[config.mk]
export PLATFORM = sky130hd
export DESIGN_NAME = parking_gate_servo_sequencer_top
export DESIGN_NICKNAME = d
export VERILOG_FILES = /design/src/pgss_pkg.sv /design/src/parking_gate_servo_sequencer_top.sv
export SDC_FILE = /design/constraint.sdc
export NUM_CORES = 1
export LEC_CHECK = 0
export BUFFER_PORTS_ARGS = -buffer_cell sky130_fd_sc_hd__buf_4
export CAP_MARGIN = 30
export CORE_MARGIN = 5
export CORE_UTILIZATION = 35
export CTS_BUF_LIST = sky130_fd_sc_hd__clkbuf_16
export DETAILED_ROUTE_END_ITERATION = 10
export GPL_ROUTABILITY_DRIVEN = 0
export SYNTH_ARGS = -nofsm -noshare
export SYNTH_HDL_FRONTEND = slang
export SYNTH_SLANG_ARGS = --single-unit
[constraint.sdc]
create_clock -name i_clk -period 5.3 [get_ports i_clk]
set_input_delay 1.06 -clock i_clk [delete_from_list [all_inputs] [get_ports i_clk]]
set_output_delay 1.06 -clock i_clk [all_outputs]
set_load 0.05 [all_outputs]
[src/pgss_pkg.sv]
// Package for the parking gate servo sequencer: request/response structs,
// opcodes, register map and reset values. No dependencies.
package pgss_pkg;

    localparam int BAY_COUNT_DEF = 8;
    localparam int MASK_W        = 8;
    localparam int SLOT_W        = 4;
    localparam int CNT_W         = 16;
    localparam int PULSE_W       = 15;
    localparam int PHASE_W       = 16;
    localparam int APB_AW        = 5;
    localparam int APB_DW        = 32;

    typedef enum logic [1:0] {
        OP_TICK  = 2'd0,
        OP_ENTRY = 2'd1,
        OP_EXIT  = 2'd2,
        OP_PHASE = 2'd3
    } t_op;

    typedef enum logic [2:0] {
        REG_OPEN_HOLD  = 3'd0,
        REG_BLINK      = 3'd1,
        REG_CLOSED_PW  = 3'd2,
        REG_OPEN_PW    = 3'd3,
        REG_PWM_PERIOD = 3'd4
    } t_reg_idx;

    localparam logic [CNT_W-1:0]   RST_OPEN_HOLD  = 16'd200;
    localparam logic [CNT_W-1:0]   RST_BLINK      = 16'd20;
    localparam logic [PULSE_W-1:0] RST_CLOSED_PW  = 15'd1000;
    localparam logic [PULSE_W-1:0] RST_OPEN_PW    = 15'd2000;
    localparam logic [CNT_W-1:0]   RST_PWM_PERIOD = 16'd20000;

    typedef struct packed {
        t_op                op;
        logic [MASK_W-1:0]  bay_free_mask;
        logic               vehicle_present;
        logic               servo_expiry_pending;
    } t_req;

    typedef struct packed {
        logic [SLOT_W-1:0]  free_slots;
        logic               lot_full;
        logic               yellow_on;
        logic               gate_busy;
        logic               servo_level;
        logic               phase_valid;
        logic [PHASE_W-1:0] phase_us;
        logic [PULSE_W-1:0] target_pulse_us;
    } t_rsp;

endpackage

[src/parking_gate_servo_sequencer_top.sv]
// Parking gate servo sequencer, top level: input register, event logic,
// result register and APB register bank. Depends on pgss_pkg.
//
//  port group      | direction | handshake        | payload
//  ----------------+-----------+------------------+-------------------------
//  request in      | in        | i_valid/o_ready  | i_req  (t_req)
//  result out      | out       | o_valid/i_ready  | o_rsp  (t_rsp)
//  registers       | in/out    | psel/penable     | paddr/pwdata/prdata
//
// One request per cycle sustained while i_ready is high; an accepted request passes the
// input register, then the result register with the state update, to reach o_valid.
// Result register stalls only when it is full and i_ready is low; the input
// register keeps taking requests while the result register drains.
// Reset is synchronous, active low; registers return to their defaults.
module parking_gate_servo_sequencer_top
    import pgss_pkg::*;
#(
    parameter int BAY_COUNT = BAY_COUNT_DEF
) (
    input  logic              i_clk,
    input  logic              i_rst_n,
    input  logic              i_valid,
    output logic              o_ready,
    input  t_req              i_req,
    output logic              o_valid,
    input  logic              i_ready,
    output t_rsp              o_rsp,
    input  logic              psel,
    input  logic              penable,
    input  logic              pwrite,
    input  logic [APB_AW-1:0] paddr,
    input  logic [APB_DW-1:0] pwdata,
    output logic [APB_DW-1:0] prdata,
    output logic              pready
);

    // only the eight mask bits can ever be counted
    localparam int NCOUNT = (BAY_COUNT < MASK_W) ? BAY_COUNT : MASK_W;

    // ---- register bank ----
    logic [CNT_W-1:0]   r_cfg_hold;
    logic [CNT_W-1:0]   r_cfg_blink;
    logic [PULSE_W-1:0] r_cfg_closed;
    logic [PULSE_W-1:0] r_cfg_open;
    logic [CNT_W-1:0]   r_cfg_period;
    logic               cfg_wr;
    t_reg_idx           cfg_idx;

    assign pready  = 1'b1;
    assign cfg_wr  = psel && penable && pwrite;
    assign cfg_idx = t_reg_idx'(paddr[4:2]);

    always_ff @(posedge i_clk) begin
        if (!i_rst_n) begin
            r_cfg_hold   <= RST_OPEN_HOLD;
            r_cfg_blink  <= RST_BLINK;
            r_cfg_closed <= RST_CLOSED_PW;
            r_cfg_open   <= RST_OPEN_PW;
            r_cfg_period <= RST_PWM_PERIOD;
        end else if (cfg_wr) begin
            case (cfg_idx)
                REG_OPEN_HOLD:  r_cfg_hold   <= pwdata[CNT_W-1:0];
                REG_BLINK:      r_cfg_blink  <= pwdata[CNT_W-1:0];
                REG_CLOSED_PW:  r_cfg_closed <= pwdata[PULSE_W-1:0];
                REG_OPEN_PW:    r_cfg_open   <= pwdata[PULSE_W-1:0];
                REG_PWM_PERIOD: r_cfg_period <= pwdata[CNT_W-1:0];
                default: ;
            endcase
        end
    end

    always_comb begin
        prdata = '0;
        case (cfg_idx)
            REG_OPEN_HOLD:  prdata = APB_DW'(r_cfg_hold);
            REG_BLINK:      prdata = APB_DW'(r_cfg_blink);
            REG_CLOSED_PW:  prdata = APB_DW'(r_cfg_closed);
            REG_OPEN_PW:    prdata = APB_DW'(r_cfg_open);
            REG_PWM_PERIOD: prdata = APB_DW'(r_cfg_period);
            default:        prdata = '0;
        endcase
    end

    // ---- pipeline control ----
    logic r_in_valid;
    t_req r_in_req;
    logic r_out_valid;
    t_rsp r_out_rsp;
    logic advance;
    logic step;

    assign advance = !r_out_valid || i_ready;
    assign step    = r_in_valid && advance;
    assign o_ready = !r_in_valid || advance;
    assign o_valid = r_out_valid;
    assign o_rsp   = r_out_rsp;

    always_ff @(posedge i_clk) begin
        if (!i_rst_n) begin
            r_in_valid  <= 1'b0;
            r_out_valid <= 1'b0;
        end else begin
            if (o_ready) begin
                r_in_valid <= i_valid;
            end
            if (advance) begin
                r_out_valid <= r_in_valid;
            end
        end
    end

    always_ff @(posedge i_clk) begin
        if (i_valid && o_ready) begin
            r_in_req <= i_req;
        end
    end

    // ---- sequencer state ----
    logic               r_seq_active, n_seq_active;
    logic [CNT_W-1:0]   r_blink_cnt,  n_blink_cnt;
    logic [CNT_W-1:0]   r_open_cnt,   n_open_cnt;
    logic               r_yellow,     n_yellow;
    logic [PULSE_W-1:0] r_pulse,      n_pulse;
    logic               r_servo_high, n_servo_high;

    logic [SLOT_W-1:0]  free_slots;
    logic               phase_valid;
    logic [PHASE_W-1:0] phase_us;
    logic [PHASE_W-1:0] low_cur;   // low time with the present pulse width
    logic [PHASE_W-1:0] low_open;  // low time once the open pulse is loaded
    t_rsp               n_out_rsp;

    always_comb begin
        free_slots = '0;
        for (int i = 0; i < NCOUNT; i++) begin
            free_slots = free_slots + SLOT_W'(r_in_req.bay_free_mask[i]);
        end
    end

    // low phase = period - pulse, floored at zero
    assign low_cur  = ({1'b0, r_pulse} >= r_cfg_period) ? '0
                    : r_cfg_period - {1'b0, r_pulse};
    assign low_open = ({1'b0, r_cfg_open} >= r_cfg_period) ? '0
                    : r_cfg_period - {1'b0, r_cfg_open};

    always_comb begin
        n_seq_active = r_seq_active;
        n_blink_cnt  = r_blink_cnt;
        n_open_cnt   = r_open_cnt;
        n_yellow     = r_yellow;
        n_pulse      = r_pulse;
        n_servo_high = r_servo_high;
        phase_valid  = 1'b0;
        phase_us     = '0;
        case (r_in_req.op)
            OP_TICK: begin
                if (r_seq_active) begin
                    n_blink_cnt = (r_blink_cnt != '1) ? r_blink_cnt + 1'b1 : r_blink_cnt;
                    if (n_blink_cnt >= r_cfg_blink) begin
                        n_blink_cnt = '0;
                        n_yellow    = !r_yellow;
                    end
                    n_open_cnt = (r_open_cnt != '1) ? r_open_cnt + 1'b1 : r_open_cnt;
                    // closing wins over any blink toggle
                    if (n_open_cnt >= r_cfg_hold && !r_in_req.vehicle_present) begin
                        n_pulse      = r_cfg_closed;
                        n_yellow     = 1'b0;
                        n_seq_active = 1'b0;
                    end
                end
            end
            OP_ENTRY, OP_EXIT: begin
                if (!r_seq_active && (r_in_req.op == OP_EXIT || free_slots != '0)) begin
                    n_seq_active = 1'b1;
                    n_pulse      = r_cfg_open;
                    n_yellow     = 1'b1;
                    n_open_cnt   = '0;
                    n_blink_cnt  = '0;
                    if (!r_in_req.servo_expiry_pending) begin
                        n_servo_high = 1'b0;
                        phase_valid  = 1'b1;
                        phase_us     = low_open;
                    end
                end
            end
            OP_PHASE: begin
                phase_valid  = 1'b1;
                n_servo_high = !r_servo_high;
                phase_us     = r_servo_high ? low_cur : PHASE_W'(r_pulse);
            end
            default: ;
        endcase
    end

    always_comb begin
        n_out_rsp.free_slots      = free_slots;
        n_out_rsp.lot_full        = (free_slots == '0);
        n_out_rsp.yellow_on       = n_yellow;
        n_out_rsp.gate_busy       = n_seq_active;
        n_out_rsp.servo_level     = n_servo_high;
        n_out_rsp.phase_valid     = phase_valid;
        n_out_rsp.phase_us        = phase_us;
        n_out_rsp.target_pulse_us = n_pulse;
    end

    always_ff @(posedge i_clk) begin
        if (!i_rst_n) begin
            r_seq_active <= 1'b0;
            r_blink_cnt  <= '0;
            r_open_cnt   <= '0;
            r_yellow     <= 1'b0;
            r_pulse      <= RST_CLOSED_PW;
            r_servo_high <= 1'b0;
        end else if (step) begin
            r_seq_active <= n_seq_active;
            r_blink_cnt  <= n_blink_cnt;
            r_open_cnt   <= n_open_cnt;
            r_yellow     <= n_yellow;
            r_pulse      <= n_pulse;
            r_servo_high <= n_servo_high;
        end
    end

    always_ff @(posedge i_clk) begin
        if (step) begin
            r_out_rsp <= n_out_rsp;
        end
    end

endmodule

==> impl_metrics.tcl, run 1 <==
set metrics [dict create \
    post-cts-setup-buffers 0 \
    drv_slew 0 \
    ant_nets 0 \
    setup_viol 0 \
    hold_class "reg2reg" \
    grt_pass1_wl_mm 50.31 \
    crit_path_max_incr_delay_ns 0.54 \
    critPathKind "reg2reg" \
    gr-total-overflow 0 \
    maxCapViolations 0 \
    synth_xor_area_share_pct 3.562 \
    via_per_inst 5.480 \
    synth.yosys.seq_area_share_pct 37.75 \
    worst_slew_pin_slew_ns 0.9937 \
    power.density_mw_per_mm2 263.2 \
    clock_sinks 182 \
    yosysMostFrequentCell "nand2_1" \
    syn-cell-area_mm2 0.01103 \
    setup_tns_ns 0 \
    synthArstFlopShare_pct 0 \
    power_mw 3.312 \
    grt_max_degree 89 \
    post_cts_resized 0 \
    final_nets 1482 \
    finalCritPeriodShare_pct 90.15 \
    clk_latency_ns 0.45 \
    num_rows 65 \
    drtIter0Drc 920 \
    cpMostUsedCell "fa_1" \
    crit_family "adder cells" \
    worstPathMaxFanout 13 \
    pwr-share-seq_pct 45.5 \
    antenna_found_initial 0 \
    synth_edf_count 52 \
    cp.required_ns 5.49 \
    synthToLayoutAreaGrowth_pct 14.09 \
    pwr-share-comb_pct 16.5 \
    die_w_um 187.5 \
    clk_pin_slew_ns 0.07 \
    core_region_area_mm2 0.03131 \
    drt-pass1-iter-count 7 \
    cts-htree-levels 4 \
    skew_ns 0.01778 \
    arrival_ns 4.97 \
    io-pin-count 131 \
    dp_hpwl_mm 23.81 \
    numCtsBuffers 17 \
    ir_drop_v 0.0001724 \
    synth-simple-area-share_pct 17.97 \
    critPathCaptureType "register" \
    synth_mux_area_share_pct 2.405 \
    start_kind "register" \
    die_h_um 187.5 \
    io_buffers 95 \
    synth_top_cell_area_share_pct 23.60 \
    netlist_top_cells_area "dfxtp_1, edfxtp_1, ha_1, nand2_1, a21oi_1" \
    synth-compound-area-share_pct 22.39 \
    die_area_mm2 0.03516 \
    fin_crit_ns 4.778 \
    ys.flop_type "dfxtp_1" \
    cts_tree "done" \
    synth_top_family_by_area "compound AO/OA/AOI/OAI gates" \
    fmax_mhz 209.3 \
    cts.root.buffer_cell "clkbuf_16" \
    routed_wl_mm 31.94 \
    diodes 0 \
    slew_headroom_pct 33.62 \
    holdWs_ns 0.4776 \
    critical_path.cell_chain "fa_1 -> inv_1 -> fa_1 -> fa_1 -> inv_1 -> ha_1 -> fa_1 -> or3_1 -> a211oi_4 -> nor2_1 -> nand3_1 -> nor2_2 -> a222oi_1 -> nor2_1" \
    drive_gt1_share_pct 14.25 \
    synth.avg_cell_area_um2 8.597 \
    place_area_mm2 0.01201 \
    crit_buf_inv 2 \
    vias 9661 \
    p_clk_share_pct 38.0 \
    p_leak_nw 5.036 \
    crit_slowest_cell "fa_1" \
    hold_viol 0 \
    p_int_mw 2.279 \
    initial_core_util_pct 35.22 \
    hold_buffers 0 \
    grt_usage_pct 17.72 \
    synthTopCellsByCount "nand2_1, dfxtp_1, a21oi_1, inv_1, nor2_1" \
    netSwitchingPower_mw 1.033 \
    cts_buffer_depth 2 \
    yosysTopAreaCell "dfxtp_1" \
    final_util_pct 40.19 \
    fin_area_mm2 0.01258 \
    rsz0062_at_grt "false" \
    outcome "finished, final reports clean" \
    ys.warnings.count 0 \
    grt_pass1_vias 9129 \
    ys_types 78 \
    syn_inst 1283 \
    synth_adder_area_share_pct 9.257 \
    route.detailed.drc 0 \
    wl_per_cell_um 18.12 \
    ys_ff_latch 182 \
    swShare_pct 31.18 \
]
==> path summary, 6_finish.rpt <==
| check | start | endpoint | depth (start not counted) | slack, ns |
|---|---|---|---|---|
| setup reg to reg | r_in_req[2] | o_rsp[23] | 14 | 0.52 |
| hold / removal | r_cfg_hold[13] | r_cfg_hold[13] | 2 | 0.48 |
| setup / recovery | r_in_req[2] | o_rsp[23] | 14 | 0.52 |
| hold reg to reg | r_cfg_hold[13] | r_cfg_hold[13] | 2 | 0.48 |
==> tightest hold or removal path, delay by kind of cell (launching register included) <==
family | cells | cell delay, ns
flops | 1 | 0.33
simple gates | 1 | 0.05
compound gates | 1 | 0.05
==> power groups by stage <==
stage	sequential [mW]	clock (mW)	combinational (mW)
after detailed placement	1.54	0	0.545
after floorplan	1.61	0	0.321
after global placement	1.54	0	0.541
after global routing	1.51	1.34	0.590
after CTS	1.51	1.29	0.547
final	1.51	1.26	0.546
==> cell type report <==
type,count,area (um^2)
clock buffer,17,425.4
clock inverter,15,143.9
fill,3120,18730
inverter,83,311.5
multi-input combinational,952,6195
sequential,182,4164
tap,402,503.0
timing repair buffer,112,840.8
==> placed cells by master, fill, tap and decap left out, drive strengths merged, types with 45 or more instances in the layout <==
master / n
nor2: 83
ha: 72
a22oi: 53
a21oi: 102
inv: 91
nand2: 209
buf: 112
o21ai: 45
dfxtp: 130
edfxtp: 52
==> registers in the layout, summed over array words and instances, names as in the netlist <==
name	cells
r_blink_cnt	16
r_seq_active	1
r_cfg_hold	16
r_cfg_closed	15
r_yellow	1
r_open_cnt	16
r_in_valid	1
r_servo_high	1
r_cfg_open	15
r_cfg_period	16
r_in_req	12
o_rsp	40
r_pulse	15
r_cfg_blink	16
o_valid	1
==> through the flow <==
| stage | instances | worst slack [ns] |
|---|---|---|
| floorplan | 1298 | 0.9371 |
| global placement | 1730 | 0.5684 |
| detailed placement | 1731 | 0.5519 |
| CTS | 1763 | 0.5282 |
| global route | 1763 | 0.2390 |
| finish | 1763 | 0.5221 |
==> cell families (layout without fill, tap and decap cells) <==
kind of cell               after synthesis  count (layout)
DFF                                    182             182
buffers and inverters                  164             227
other                                    2              17
and+or+nand+nor                        431             431
muxes                                   24              24
adders and majority gates               78              78
AOI/OAI and AO/OA                      358             358
xor gates and xnor gates                44              44
==> metal layers <==
layer / track usage [%] / vias up / wire length [um]
li1: - / 4715 / -
met2: 28.57 / 308 / 14630
met3: 3.351 / 33 / 1875
met4: 3.953 / 0 / 401
met5: 0 / - / 0
met1: 24.84 / 4605 / 15030
No activity file was read; power rests on OpenSTA's default activity.
==> run 2, diff against run 1 <==
--- a/config.mk
+++ b/config.mk
@@ -5,8 +5,9 @@
 export SDC_FILE = /design/constraint.sdc
 export NUM_CORES = 1
 export LEC_CHECK = 0
-export BUFFER_PORTS_ARGS = -buffer_cell sky130_fd_sc_hd__buf_4
+export BUFFER_PORTS_ARGS = -buffer_cell sky130_fd_sc_hd__buf_2
 export CAP_MARGIN = 30
+export CORE_ASPECT_RATIO = 1.5
 export CORE_MARGIN = 5
 export CORE_UTILIZATION = 35
 export CTS_BUF_LIST = sky130_fd_sc_hd__clkbuf_16
==> impl_metrics.tcl, run 2 (synthesized netlist as in run 1, its figures left out) <==
set metrics [dict create \
    outcome "finished, final reports clean" \
    cp.required_ns 5.57 \
    reg2reg_from "r_in_req[2]" \
    largest_reg_flops 40 \
    p_clk_share_pct 38.0 \
    register_area_mm2 0.004164 \
    grt_pass1_wl_mm 49.67 \
    finalCritPeriodShare_pct 87.79 \
    wl_per_cell_um 17.87 \
    start_kind "register" \
    final_cell_mix "nand2_1, dfxtp_1, a21oi_1" \
    post_cts_resized 0 \
    initial_core_util_pct 35.54 \
    worstPathMaxFanout 13 \
    drive_gt1_share_pct 14.04 \
    multiInputGateArea_mm2 0.006195 \
    cts_tree "done" \
    p_int_mw 2.325 \
    hold-path-cell-count 2 \
    worst_r2r_path_depth 14 \
    fmax_mhz 214.9 \
    drtIter0Drc 604 \
    critPathKind "reg2reg" \
    setup_viol 0 \
    power.density_mw_per_mm2 265.1 \
    post-cts-setup-buffers 0 \
    rsz0062_at_grt "false" \
    via_per_inst 5.390 \
    final_util_pct 39.77 \
    clk_latency_ns 0.45 \
    num_rows 79 \
    slew_headroom_pct 33.31 \
    drt-pass1-iter-count 8 \
    grt_usage_pct 17.86 \
    ant_nets 0 \
    hold_viol 0 \
    die_area_mm2 0.03524 \
    routed_wl_mm 31.55 \
    clock_sinks 182 \
    maxCapViolations 0 \
    io_buffers 95 \
    skew_ns 0.01333 \
    reg2reg_to "o_rsp[28]" \
    critPathCaptureType "register" \
    grt_pass1_vias 9246 \
    fin_crit_ns 4.653 \
    pwr-share-seq_pct 46.0 \
    r2r_setup_slack_ns 0.65 \
    drv_slew 0 \
    netSwitchingPower_mw 0.9466 \
    hold_end "r_cfg_hold[2]" \
    hold_class "reg2reg" \
    p_leak_nw 4.973 \
    die_h_um 227.4 \
    final_common_cell "nand2_1" \
    pwr-share-comb_pct 16.0 \
    gr-total-overflow 0 \
    core_region_area_mm2 0.03104 \
    antenna_found_initial 1 \
    cts-htree-levels 4 \
    route.detailed.drc 0 \
    grt_max_degree 89 \
    io-pin-count 131 \
    vias 9513 \
    num-fill-cells 3190 \
    swShare_pct 28.93 \
    final_nets 1482 \
    numCtsBuffers 17 \
    setup_tns_ns 0 \
    diodes 0 \
    worst_slew_pin_slew_ns 1.000 \
    dp_hpwl_mm 24.51 \
    ir_drop_v 0.0002292 \
    cts_buffer_depth 2 \
    hold_start "r_cfg_hold[2]" \
    die_w_um 154.9 \
    cts.root.buffer_cell "clkbuf_16" \
    clk_pin_slew_ns 0.07 \
    synthToLayoutAreaGrowth_pct 11.91 \
    hold_buffers 0 \
    arrival_ns 4.93 \
]
[run 2: changes by cell type in the layout (fill, tap and decap cells not counted), sizes merged]
| cell | delta |
|---|---|
| bufinv | +2 |
| clkinv | -1 |
| clkinvlp | -1 |
| inv | -1 |
[run 2: routing by layer]
metal	GRT usage, %	vias up	wire, um
met3	2.986	66	1240
met5	0	-	7
met2	32.34	238	16020
met1	20.40	4485	12930
met4	8.352	2	1340
li1	-	4722	-
[run 2: power groups by stage]
| stage | Clock (mW) | Sequential (mW) | Combinational (mW) |
|---|---|---|---|
| 4_1_cts | 1.27 | 1.51 | 0.525 |
| 5_1_grt | 1.33 | 1.51 | 0.568 |
| 6_report | 1.24 | 1.51 | 0.523 |
| 2_1_floorplan | 0 | 1.61 | 0.321 |
| 3_5_place_dp | 0 | 1.54 | 0.523 |
| 3_3_place_gp | 0 | 1.54 | 0.519 |
[run 2: through the flow]
step           hold WS [ns]  cells  worst slack (ns)  power [mW]  area [um^2]
2_1_floorplan        0.4487   1298            0.9371       1.929        11090
3_3_place_gp         0.4596   1732            0.7561       2.055        11770
3_5_place_dp         0.4655   1733            0.6647       2.060        11780
4_1_cts              0.4749   1764            0.6483       3.300        12340
5_1_grt              0.4962   1765            0.2831       3.404        12340
6_report             0.4750   1765            0.6474       3.272        12340
[run 2: layout make-up]
class	count	share of cell area [%]
Multi-Input combinational cell	952	50.19
Sequential cell	182	33.74
Timing Repair Buffer	112	4.916
Tap cell	405	4.105
Clock buffer	17	3.447
Inverter	83	2.524
Clock inverter	14	1.085
[run 2: worst max path at each step]
stage,end,from,depth (start not counted),slack [ns]
3_5_place_dp,o_rsp[28],r_in_req[2],14,0.66
2_1_floorplan,o_rsp[23],r_in_req[2],15,0.94
6_report,o_rsp[28],r_in_req[2],14,0.65
4_1_cts,o_rsp[28],r_in_req[2],14,0.65
5_1_grt,o_rsp[28],r_in_req[2],14,0.28
3_3_place_gp,o_rsp[28],r_in_req[2],14,0.76
[run 2: critical path, stage by stage (launching register included)]
cell and delay, ns:
edfxtp_1 0.40, fa_1 0.55, inv_1 0.05, fa_1 0.45, fa_1 0.49, inv_1 0.04, ha_1 0.20, fa_1 0.42
xor2_2 0.27, a211oi_4 0.07, nor2_1 0.30, nand3_1 0.25, nor2_2 0.56, o21ai_0 0.21, a31oi_1 0.22
==> run 3, diff against run 2 <==
--- a/config.mk
+++ b/config.mk
@@ -13,6 +13,7 @@
 export CTS_BUF_LIST = sky130_fd_sc_hd__clkbuf_16
 export DETAILED_ROUTE_END_ITERATION = 10
 export GPL_ROUTABILITY_DRIVEN = 0
+export GPL_TIMING_DRIVEN = 0
 export SYNTH_ARGS = -nofsm -noshare
 export SYNTH_HDL_FRONTEND = slang
 export SYNTH_SLANG_ARGS = --single-unit
==> impl_metrics.tcl, run 3 (synthesized netlist as in run 1, its figures left out) <==
set metrics [dict create \
    die_h_um 227.4 \
    grt_pass1_wl_mm 53.19 \
    drive_gt1_share_pct 14.71 \
    final_nets 1549 \
    post_cts_resized 0 \
    route.detailed.drc 0 \
    hold_buffers 0 \
    worst_slew_pin_slew_ns 1.021 \
    cts.root.buffer_cell "clkbuf_16" \
    synthToLayoutAreaGrowth_pct 15.28 \
    wl_per_cell_um 19.03 \
    fin_area_mm2 0.01271 \
    initial_core_util_pct 35.54 \
    antenna_found_initial 1 \
    grt_usage_pct 19.61 \
    post-cts-setup-buffers 0 \
    num-fill-cells 3208 \
    dp_slack_ns 0.4244 \
    cts_buffer_depth 2 \
    critical_path.cell_chain "fa_1 -> inv_1 -> fa_1 -> fa_1 -> inv_1 -> ha_1 -> fa_1 -> or3_1 -> a211oi_4 -> nor2_1 -> nand3_1 -> nor2_2 -> buf_6 -> a222oi_1 -> nor2_1" \
    ir_drop_v 0.0002484 \
    io_buffers 94 \
    hold_end "r_cfg_closed[8]" \
    core_region_area_mm2 0.03104 \
    power_mw 3.378 \
    cts-htree-levels 4 \
    crit_slowest_cell "fa_1" \
    die_area_mm2 0.03524 \
    hold-path-cell-count 2 \
    setup_ws_ns 0.3925 \
    hold_class "reg2reg" \
    numCtsBuffers 17 \
    drtIter0Drc 660 \
    drv_slew 0 \
    maxCapViolations 0 \
    skew_ns 0.01119 \
    reg2reg_from "r_in_req[2]" \
    instances_no_fill 1834 \
    route.met3.wl_mm 1.561 \
    hold_viol 0 \
    num_rows 79 \
    grt_pass1_vias 9533 \
    fin_crit_ns 4.907 \
    cts_tree "done" \
    power.density_mw_per_mm2 265.6 \
    critPathKind "reg2reg" \
    final_cell_mix "nand2_1, dfxtp_1, buf_2" \
    rsz0062_at_grt "false" \
    setup_viol 0 \
    die_w_um 154.9 \
    hold_start "r_cfg_closed[8]" \
    dp_hpwl_mm 28.22 \
    worstPathMaxFanout 10 \
    arrival_ns 5.10 \
    slew_headroom_pct 31.37 \
    met2_length_mm 17.79 \
    startpoint "r_in_req[2]" \
    finalCritPeriodShare_pct 92.59 \
    reg2reg_to "o_rsp[19]" \
    via_per_inst 5.389 \
    final_common_cell "nand2_1" \
    r2r_setup_slack_ns 0.39 \
    vias 9883 \
    clock_sinks 182 \
    grt_max_degree 33 \
    cpMostUsedCell "fa_1" \
    setup_tns_ns 0 \
    p_leak_nw 5.141 \
    start_kind "register" \
    drt-pass1-iter-count 5 \
    crit_path_max_incr_delay_ns 0.54 \
    gr-total-overflow 0 \
    io-pin-count 131 \
    top_layer_used "met4" \
    critPathCaptureType "register" \
    met1Wirelength_mm 13.27 \
    fmax_mhz 203.8 \
    placed_cells 1801 \
    cp.required_ns 5.50 \
    largest_reg_flops 40 \
    routed_wl_mm 34.90 \
    clk_latency_ns 0.46 \
    worst_r2r_path_depth 15 \
    clk_pin_slew_ns 0.07 \
    ant_nets 0 \
    place_area_mm2 0.01210 \
    outcome "finished, final reports clean" \
]
run 3: cell count changes in the layout (fill, tap and decap cells not counted), moves of 2 or more:
| cell | change |
|---|---|
| buf_6 | +2 |
| clkinvlp_4 | +2 |
| buf_2 | +6 |
| clkbuf_16 | +3 |
| clkbuf_1 | +49 |
| buf_4 | +7 |
| inv_2 | -3 |
run 3: cell type report:
type,count,area (um^2),area share [%]
Timing Repair Buffer,98,508.0,3.995
Tap cell,405,506.7,3.985
Buffer,81,416.7,3.277
Antenna cell,1,2.502,0.01968
Clock buffer,20,500.5,3.936
Sequential cell,182,4164,32.75
Clock inverter,12,110.1,0.8660
Multi-Input combinational cell,952,6195,48.72
Inverter,83,311.5,2.450
run 3: per-stage QoR:
step / hold slack, ns / utilization (%)
2_1_floorplan: 0.4487 / -
3_3_place_gp: 0.4608 / 38.87
3_5_place_dp: 0.4707 / 38.99
4_1_cts: 0.4815 / 40.96
5_1_grt: 0.4904 / 40.96
6_report: 0.4789 / 40.97
run 3: worst max-delay path, delay by kind of cell, from the launching register on:
| family | cells | cell delay [ns] |
|---|---|---|
| and+or+nand+nor | 5 | 1.07 |
| adders and majority gates | 5 | 2.15 |
| DFF | 1 | 0.40 |
| buffers and inverters | 3 | 0.25 |
| AOI/OAI and AO/OA | 2 | 0.76 |
run 3: per-layer routing:
metal,vias to the layer above,GRT usage [%]
met1,4657,20.76
met4,0,12.71
met5,-,0
met2,287,35.75
li1,4859,-
met3,80,3.252
run 3: power breakdown:
| group | internal, mW | total (mW) | switching (mW) |
|---|---|---|---|
| clock network | 0.734 | 1.32 | 0.584 |
| logic | 0.166 | 0.557 | 0.391 |
| registers | 1.48 | 1.50 | 0.0210 |
run 3: worst max path at each step:
stage	to	slack (ns)
3_3_place_gp	o_rsp[20]	0.44
4_1_cts	o_rsp[20]	0.42
5_1_grt	o_rsp[10]	0.17
3_5_place_dp	o_rsp[19]	0.42
2_1_floorplan	o_rsp[23]	0.94
6_report	o_rsp[19]	0.39
